**config.mk**
```make
export PLATFORM = sky130hd
export DESIGN_NAME = triple_crc16_odd_even
export DESIGN_NICKNAME = d
export VERILOG_FILES = /design/src/hdl/tcrc_pkg.sv /design/src/hdl/tcrc_front.sv /design/src/hdl/tcrc_queue.sv /design/src/hdl/tcrc_back.sv /design/src/hdl/triple_crc16_odd_even.sv
export SDC_FILE = /design/constraint.sdc
export NUM_CORES = 1
export LEC_CHECK = 0
export BUFFER_PORTS_ARGS = -buffer_cell sky130_fd_sc_hd__buf_2
export CELL_PAD_IN_SITES_DETAIL_PLACEMENT = 1
export CELL_PAD_IN_SITES_GLOBAL_PLACEMENT = 1
export CORE_AREA = 2 2 113 115
export DETAILED_ROUTE_END_ITERATION = 7
export DIE_AREA = 0 0 115 117
export PLACE_DENSITY = 0.87
export SLEW_MARGIN = 10
export SYNTH_ARGS = -nofsm -noshare
export SYNTH_HDL_FRONTEND = slang
export SYNTH_SLANG_ARGS = --single-unit
```
**constraint.sdc**
```tcl
create_clock -name clk -period 12.6 [get_ports clk]
set_input_delay 2.52 -clock clk [delete_from_list [all_inputs] [get_ports clk]]
set_output_delay 2.52 -clock clk [all_outputs]
set_load 0.03 [all_outputs]
```
**src/hdl/tcrc_pkg.sv**
```systemverilog
// Shared types, constants and the CRC byte update for the triple CRC-16 block.
package tcrc_pkg;

	localparam logic [15:0] CRC_POLY = 16'hA001;
	localparam logic [15:0] CRC_INIT = 16'h0000;

	// One classified byte as it travels from the front end to the back end.
	typedef struct packed {
		logic [7:0] data;
		logic       last;
		logic       odd;
	} item_t;

	// Reflected CRC-16 update over one byte, LSB first.
	function automatic logic [15:0] crc_absorb(input logic [15:0] crc, input logic [7:0] data);
		logic [15:0] r;
		r = crc ^ {8'h00, data};
		for (int k = 0; k < 8; k++) begin
			if (r[0]) begin
				r = (r >> 1) ^ CRC_POLY;
			end else begin
				r = r >> 1;
			end
		end
		return r;
	endfunction

endpackage

```
**src/hdl/tcrc_front.sv**
```systemverilog
// Front end: accepts bytes and tags each one with its position parity.
module tcrc_front (
	input  logic                 clk,
	input  logic                 arst_n,
	input  logic                 in_valid,
	output logic                 in_ready,
	input  logic [7:0]           data_byte,
	input  logic                 last_byte,
	output logic                 push_valid,
	input  logic                 push_ready,
	output tcrc_pkg::item_t      push_item
);

	logic odd_q;
	logic accept;

	assign in_ready   = push_ready;
	assign push_valid = in_valid;
	assign accept     = in_valid && push_ready;

	assign push_item.data = data_byte;
	assign push_item.last = last_byte;
	assign push_item.odd  = odd_q;

	// first byte of every message is odd
	always_ff @(posedge clk or negedge arst_n) begin
		if (!arst_n) begin
			odd_q <= 1'b1;
		end else if (accept) begin
			odd_q <= last_byte ? 1'b1 : !odd_q;
		end
	end

`ifndef SYNTHESIS
	a_parity_restart: assert property (@(posedge clk) disable iff (!arst_n)
		(accept && last_byte) |=> odd_q)
		else $error("parity not restarted after last byte");
`endif

endmodule

```
**src/hdl/tcrc_queue.sv**
```systemverilog
// Short request queue between the front end and the back end.
module tcrc_queue #(
	parameter int unsigned DEPTH = 4
) (
	input  logic                 clk,
	input  logic                 arst_n,
	input  logic                 push_valid,
	output logic                 push_ready,
	input  tcrc_pkg::item_t      push_item,
	output logic                 head_valid,
	input  logic                 pop,
	output tcrc_pkg::item_t      head_item
);

	localparam int unsigned PTR_W = (DEPTH > 1) ? $clog2(DEPTH) : 1;
	localparam int unsigned CNT_W = $clog2(DEPTH + 1);
	localparam logic [PTR_W-1:0] PTR_LAST = PTR_W'(DEPTH - 1);
	localparam logic [CNT_W-1:0] CNT_FULL = CNT_W'(DEPTH);

	tcrc_pkg::item_t  entry_q [DEPTH];
	logic [PTR_W-1:0] wr_ptr_q;
	logic [PTR_W-1:0] rd_ptr_q;
	logic [CNT_W-1:0] count_q;
	logic             push;

	assign push_ready = (count_q != CNT_FULL);
	assign head_valid = (count_q != '0);
	assign head_item  = entry_q[rd_ptr_q];
	assign push       = push_valid && push_ready;

	always_ff @(posedge clk) begin
		if (push) begin
			entry_q[wr_ptr_q] <= push_item;
		end
	end

	always_ff @(posedge clk or negedge arst_n) begin
		if (!arst_n) begin
			wr_ptr_q <= '0;
			rd_ptr_q <= '0;
			count_q  <= '0;
		end else begin
			if (push) begin
				wr_ptr_q <= (wr_ptr_q == PTR_LAST) ? '0 : wr_ptr_q + 1'b1;
			end
			if (pop) begin
				rd_ptr_q <= (rd_ptr_q == PTR_LAST) ? '0 : rd_ptr_q + 1'b1;
			end
			if (push && !pop) begin
				count_q <= count_q + 1'b1;
			end else if (pop && !push) begin
				count_q <= count_q - 1'b1;
			end
		end
	end

`ifndef SYNTHESIS
	a_no_overfill: assert property (@(posedge clk) disable iff (!arst_n)
		count_q <= CNT_FULL)
		else $error("queue count beyond depth");
	a_no_underflow: assert property (@(posedge clk) disable iff (!arst_n)
		pop |-> head_valid)
		else $error("pop from empty queue");
`endif

endmodule

```
**src/hdl/tcrc_back.sv**
```systemverilog
// Back end: runs the three CRC registers and holds the result register.
module tcrc_back (
	input  logic                 clk,
	input  logic                 arst_n,
	input  logic                 head_valid,
	input  tcrc_pkg::item_t      head_item,
	output logic                 pop,
	output logic                 out_valid,
	input  logic                 out_ready,
	output logic [15:0]          crc_all,
	output logic [15:0]          crc_odd,
	output logic [15:0]          crc_even
);

	logic [15:0] all_q;
	logic [15:0] odd_q;
	logic [15:0] even_q;
	logic [15:0] all_nxt;
	logic [15:0] odd_nxt;
	logic [15:0] even_nxt;
	logic        out_valid_q;
	logic [15:0] crc_all_q;
	logic [15:0] crc_odd_q;
	logic [15:0] crc_even_q;

	// a last byte waits only while the result register is still full
	assign pop = head_valid && (!head_item.last || !out_valid_q || out_ready);

	always_comb begin
		all_nxt  = tcrc_pkg::crc_absorb(all_q, head_item.data);
		odd_nxt  = head_item.odd ? tcrc_pkg::crc_absorb(odd_q, head_item.data) : odd_q;
		even_nxt = head_item.odd ? even_q : tcrc_pkg::crc_absorb(even_q, head_item.data);
	end

	always_ff @(posedge clk or negedge arst_n) begin
		if (!arst_n) begin
			all_q       <= tcrc_pkg::CRC_INIT;
			odd_q       <= tcrc_pkg::CRC_INIT;
			even_q      <= tcrc_pkg::CRC_INIT;
			out_valid_q <= 1'b0;
		end else begin
			if (pop) begin
				if (head_item.last) begin
					all_q  <= tcrc_pkg::CRC_INIT;
					odd_q  <= tcrc_pkg::CRC_INIT;
					even_q <= tcrc_pkg::CRC_INIT;
				end else begin
					all_q  <= all_nxt;
					odd_q  <= odd_nxt;
					even_q <= even_nxt;
				end
			end
			if (pop && head_item.last) begin
				out_valid_q <= 1'b1;
			end else if (out_ready) begin
				out_valid_q <= 1'b0;
			end
		end
	end

	always_ff @(posedge clk) begin
		if (pop && head_item.last) begin
			crc_all_q  <= all_nxt;
			crc_odd_q  <= odd_nxt;
			crc_even_q <= even_nxt;
		end
	end

	assign out_valid = out_valid_q;
	assign crc_all   = crc_all_q;
	assign crc_odd   = crc_odd_q;
	assign crc_even  = crc_even_q;

`ifndef SYNTHESIS
	a_restart_clear: assert property (@(posedge clk) disable iff (!arst_n)
		(pop && head_item.last) |=> (all_q == '0 && odd_q == '0 && even_q == '0))
		else $error("CRC registers not cleared after last byte");
	a_no_overwrite: assert property (@(posedge clk) disable iff (!arst_n)
		(out_valid_q && !out_ready) |-> !(pop && head_item.last))
		else $error("pending result overwritten");
`endif

endmodule

```
**src/hdl/triple_crc16_odd_even.sv**
```systemverilog
// Triple CRC-16 (0xA001 reflected): whole message, odd-position and even-position bytes.
// Throughput: one byte per cycle (byte-wide CRC update) unless a last byte waits on a
// full result register. A last byte goes through the queue, then the result register.
// The queue (QUEUE_DEPTH entries) lets input keep flowing while a result waits.
// Reset (arst_n low, asynchronous): queue empty, CRC registers zero, next byte odd.
module triple_crc16_odd_even #(
	parameter int unsigned QUEUE_DEPTH = 4
) (
	input  logic        clk,
	input  logic        arst_n,
	input  logic        in_valid,
	output logic        in_ready,
	input  logic [7:0]  data_byte,
	input  logic        last_byte,
	output logic        out_valid,
	input  logic        out_ready,
	output logic [15:0] crc_all,
	output logic [15:0] crc_odd,
	output logic [15:0] crc_even
);

	logic            push_valid;
	logic            push_ready;
	tcrc_pkg::item_t push_item;
	logic            head_valid;
	logic            pop;
	tcrc_pkg::item_t head_item;

	tcrc_front u_front (
		.clk        (clk),
		.arst_n     (arst_n),
		.in_valid   (in_valid),
		.in_ready   (in_ready),
		.data_byte  (data_byte),
		.last_byte  (last_byte),
		.push_valid (push_valid),
		.push_ready (push_ready),
		.push_item  (push_item)
	);

	tcrc_queue #(
		.DEPTH (QUEUE_DEPTH)
	) u_queue (
		.clk        (clk),
		.arst_n     (arst_n),
		.push_valid (push_valid),
		.push_ready (push_ready),
		.push_item  (push_item),
		.head_valid (head_valid),
		.pop        (pop),
		.head_item  (head_item)
	);

	tcrc_back u_back (
		.clk        (clk),
		.arst_n     (arst_n),
		.head_valid (head_valid),
		.head_item  (head_item),
		.pop        (pop),
		.out_valid  (out_valid),
		.out_ready  (out_ready),
		.crc_all    (crc_all),
		.crc_odd    (crc_odd),
		.crc_even   (crc_even)
	);

endmodule
```
# Word-level counts from Yosys, hierarchy flattened
# Memory sizes are Yosys's and may differ from the RTL's.
# Index checks and enable logic that the tools add are counted.
[word_totals]
reg_bits = 105
ramBits = 40
input_bits = 13
out_inout_bits = 50
mem_count = 1
[classes]
addsub = 4
n_eq_ne = 3
mux = 38
n_bitwise = 27
n_reduce_logical = 15
[mem_list]
columns = ["name", "depth", "word_bits", "read_ports", "rd_clocked_by_memory_dff", "wr", "line", "text"]
rows = [
  ["u_queue.entry_q", 4, 10, 1, 0, 1, "tcrc_queue.sv:20", "tcrc_pkg::item_t entry_q [DEPTH];"],
]
[ops]
columns = ["cell", "count"]
rows = [
  ["$mux 16", 29],
  ["$not 2->3", 24],
  ["$xor 16x8->16", 3],
  ["$mux 3", 2],
  ["$logic_and 1x1->1", 5],
  ["$logic_not 1->1", 5],
  ["$mux 1", 5],
  ["$add 2x1->2 const B", 2],
  ["$eq 2x2->1 const B", 2],
  ["$mux 2", 2],
  ["$reduce_bool 2->1", 2],
  ["$add 3x1->3 const B", 1],
  ["$ne 3x3->1 const B", 1],
  ["$reduce_bool 3->1", 1],
  ["$sub 3x1->3 const B", 1],
  ["$logic_or 1x1->1", 2],
]

# Depth between registers and ports, before layout
# An unclocked memory read counts as a cell.
[depth]
depth_word = 20
ltp_mapped = 10
depth_no_buf = 9

# Hierarchy
# Synthesis repeated with hierarchy kept, for this count alone.
[unflattened]
cells_unflattened = 439
hier_area_um2 = 6388.6
[by_module_without_submodules]
columns = ["mod", "instances", "cells_each", "area_per_inst_um2", "seq_area_each_um2"]
rows = [
  ["tcrc_back", 1, 335, 4377.9, 2667.6],
  ["tcrc_queue", 1, 88, 1876.8, 1376.3],
  ["tcrc_front", 1, 16, 133.9, 26.3],
]

# Least setup slack after synthesis
# OpenSTA, ideal clock, no wires.
[synth_timing]
path_kind = "input to register"
startpoint = "in out_ready"
endpoint = "reg u_back.crc_all_q[0], in the netlist u_back.crc_all[0], enable pin"
setup_time_ps = 454
t_arrival_ps = 4980
required_time_ps = 12146
path_slack_ps = 7166
path_stages = 4
path_buffers = 1
cell_sequence = "nor2b_1 -> a21o_1 -> clkbuf_1 -> nor2_1"
[synth_via]
elab_chain_len = 3
[synth_rtl]
columns = ["element", "line", "text"]
rows = [
  ["from (decl)", "triple_crc16_odd_even.sv:16", "input logic out_ready,"],
  ["$logic_or 1x1->1", "tcrc_back.sv:27", "assign pop = head_valid && (!head_item.last || !out_valid_q || out_ready);"],
  ["$logic_and 1x1->1", "tcrc_back.sv:27", ""],
  ["$logic_and 1x1->1", "tcrc_back.sv:62", "if (pop && head_item.last) begin"],
  ["to (signal assigned)", "tcrc_back.sv:63", "crc_all_q <= all_nxt;"],
  ["to (decl)", "tcrc_back.sv:22", "logic [15:0] crc_all_q;"],
]
# Every way passes these cells.
# A chain may end at the register's enable or synchronous reset.

# Worst setup path after layout
[layout_timing]
startpoint = "in out_ready"
endpoint = "reg u_queue.count_q[2]"
[layout_via]
elab_chain_len = 5
word_cells_on_any_way = 7
[layout_rtl]
columns = ["element", "line", "text"]
rows = [
  ["$logic_or 1x1->1 *", "tcrc_back.sv:27", ""],
  ["$logic_and 1x1->1 *", "tcrc_back.sv:27", ""],
  ["$logic_not 1->1", "tcrc_queue.sv:49", "if (push && !pop) begin"],
  ["$logic_and 1x1->1", "tcrc_queue.sv:49", ""],
  ["$mux 3 / $reduce_bool 2->1 (equally long branches)", "-", ""],
  ["to (signal assigned)", "tcrc_queue.sv:50", "count_q <= count_q + 1'b1;"],
  ["to (signal assigned)", "tcrc_queue.sv:52", "count_q <= count_q - 1'b1;"],
  ["to (decl)", "tcrc_queue.sv:23", "logic [CNT_W-1:0] count_q;"],
]
# Every way passes the cells marked *; elsewhere a longest branch is shown, timed or not.

==> metrics.txt <==
CTS Buf Count=17; Hold Crit Endpoint=u_back.crc_all[1]; # setup viols final=0; R2R Path End=u_back.crc_even[0]; Post-DRT Antenna Nets=0; post-synth cell types=38; vias in the first global route=3980; Vias/cell=5.73; Reg clk slew, reported paths=0.06 ns; cts hold-fix bufs=0; H-tree depth=4; Critical Path End Type=flop; Startpoint Class=input pin; setup TNS=0 ns; wire per inst=22.2 µm; setup slack, reg-to-reg=9.16 ns; number of iterations in the first detailed-routing pass=4; CP max stage cell=buf_4; CTS root buffer=clkbuf_16; placed insts=609; Hold Fails Final Rpt=0; Synth Register Bits=145; Worst Path Required=12.95 ns; Site Rows=41; share of cells above drive strength 1=28.3%; post-layout min period=4.10 ns; GRT Overall Usage=22.8%; most frequent CP cell=xor2_1; Worst-Margin Slew=0.772 ns; R2R depth=5; Die ar.=13500 µm²; CTS sink count=145; Yosys top cell by area=edfxtp_1; die extent in y=117 µm; clk_lat worst skew=0.42 ns; slew margin rel.=48.6%; kind of critical path=in2reg; die width=115 µm; Top Ports=63; initial drt markers=204; Post-Syn Instances=409; Synth warnings=0; non-filler cells, final=641; mapped cell area=6510 µm²; status=completed; crit path DAT=4.44 ns; Synth top cells by count=88 x edfxtp_1, 56 x dfrtp_1, 49 x xnor2_1, 38 x a22o_1, 29 x xor2_1; min-delay worst type=reg2reg; hpwl dp=9480 µm; Layout area overhead=16.0%; IO Port Bufs=62; critical path cell sequence=buf_2 > nor2b_1 > a21o_1 > buf_4 > ha_1 > inv_1 > fa_1 > xor2_1 > nor2_1 > xor2_1; Worst path max stage delay=0.41 ns; CTS tree=built; Seq/Total Area, Yosys=62.6%; CTS Buffer Depth=2; first-pass GRT wire length=22200 µm; Post-synth EDFFs=88; initial core utilization=52.8%; Primary FF master, synth=edfxtp_1; Final Max Tran Viols=0; routed via count=3676; hold path cells=0; antenna violations before repair=0; Yosys top cell area share=40.6%; synth top area cells=edfxtp_1 41%, dfrtp_1 22%, xnor2_1 6.6%; reg-to-reg startpoint=u_queue.rd_ptr_q[0]; final period utilization=32.5%; skew final=0.00895 ns; Routability Congestion=0.779; Fmax achieved=244 MHz; Setup Buffers After CTS=0; total gr overflow=0; nets=498; Resized cells post-CTS=0; worst setup margin=8.50 ns; CP max FO=40; Antenna Cells=0; pre-CTS setup slack=8.05 ns; most common cell in the netlist=edfxtp_1; Async SR Flop Fraction=39.3%; hold path start=u_back.all_q[9]; RSZ-0062 raised after global routing=no; Synth Area per Inst=15.9 µm²; core outline area=12300 µm²; drt drc=0; Net Count, Synth=429; Max Cap Viol=0; largest net degree at the start of global routing=58; DRT Wirelength=14200 µm
==> registers in the layout, summed over array words and instances (netlist names), 3 cells and up <==
register / flops
u_queue.entry_q: 40
u_back.all_q: 16
u_back.crc_all: 16
u_back.crc_even: 16
u_back.crc_odd: 16
u_back.even_q: 16
u_back.odd_q: 16
u_queue.count_q: 3
==> critical path, delay by kind of cell <==
family                     cells  cell delay [ns]
AOI/OAI and AO/OA              1             0.13
xor gates and xnor gates       2             0.32
buffers and inverters          3             0.57
and+or+nand+nor                2             0.27
adders and majority gates      2             0.64
==> area by class of cell <==
cell class                 count  area (µm²)
clock buffer                  19         443
clock inverter                13         138
fill                        1123        4760
inverter                       5        18.8
multi-input combinational    242        2340
sequential                   145        4070
tap                          150         188
timing repair buffer          67         348
==> worst max-delay path by stage <==
| stage | startpoint | endpoint | slack (ns) | depth (start not counted) |
|---|---|---|---|---|
| floorplan | out_ready | u_back.crc_all[0] | 7.17 | 4 |
| global placement | out_ready | u_queue.count_q[2] | 8.14 | 10 |
| detailed placement | out_ready | u_queue.count_q[2] | 8.05 | 10 |
| CTS | out_ready | u_queue.count_q[2] | 8.49 | 10 |
| global route | out_ready | u_queue.count_q[2] | 8.38 | 10 |
| finish | out_ready | u_queue.count_q[2] | 8.50 | 10 |
==> logic make-up after synthesis <==
group | count (synthesis) | share of synthesized area, %
AOI/OAI and AO/OA | 65 | 7.52
xor gates and xnor gates | 93 | 15.9
DFF | 145 | 62.6
buffers and inverters | 22 | 1.56
and+or+nand+nor | 43 | 2.98
muxes | 34 | 8.02
adders and majority gates | 7 | 1.46
==> routing by layer <==
| layer | track usage, % | wire [µm] |
|---|---|---|
| met5 | 0 | 0 |
| met4 | 8.35 | 234 |
| met3 | 5.30 | 564 |
| met2 | 40.6 | 7650 |
| met1 | 27.2 | 5780 |
==> per-stage QoR <==
step           instance area, µm²  hold slack [ns]  utilization [%]
3_5_place_dp                 6970            0.479             56.6
4_1_cts                      7550            0.491             61.3
6_report                     7550            0.488             61.3
3_3_place_gp                 6970            0.468             56.6
2_1_floorplan                6510            0.448                -
5_1_grt                      7550            0.503             61.3
==> placed cells by master (no fill, tap or decap), types with 3 or more instances in the layout <==
master,synthesis,routed
a21oi_1,9,9
a22o_1,38,38
and3_1,4,4
buf_2,3,62
buf_4,0,5
clkbuf_16,0,17
clkinv_2,0,4
clkinv_4,0,3
clkinvlp_4,0,3
dfrtp_1,56,56
edfxtp_1,88,88
ha_1,6,6
inv_1,5,5
mux2_2,23,23
mux4_1,4,4
mux4_2,7,7
nand2_1,14,14
nor2_1,15,13
o21ai_0,11,11
xnor2_1,49,49
xnor3_1,10,10
xor2_1,29,29
Power is left out: the tool's default activity adds up to more than one toggle a clock period on the data nets, which glitch-free logic cannot reach.
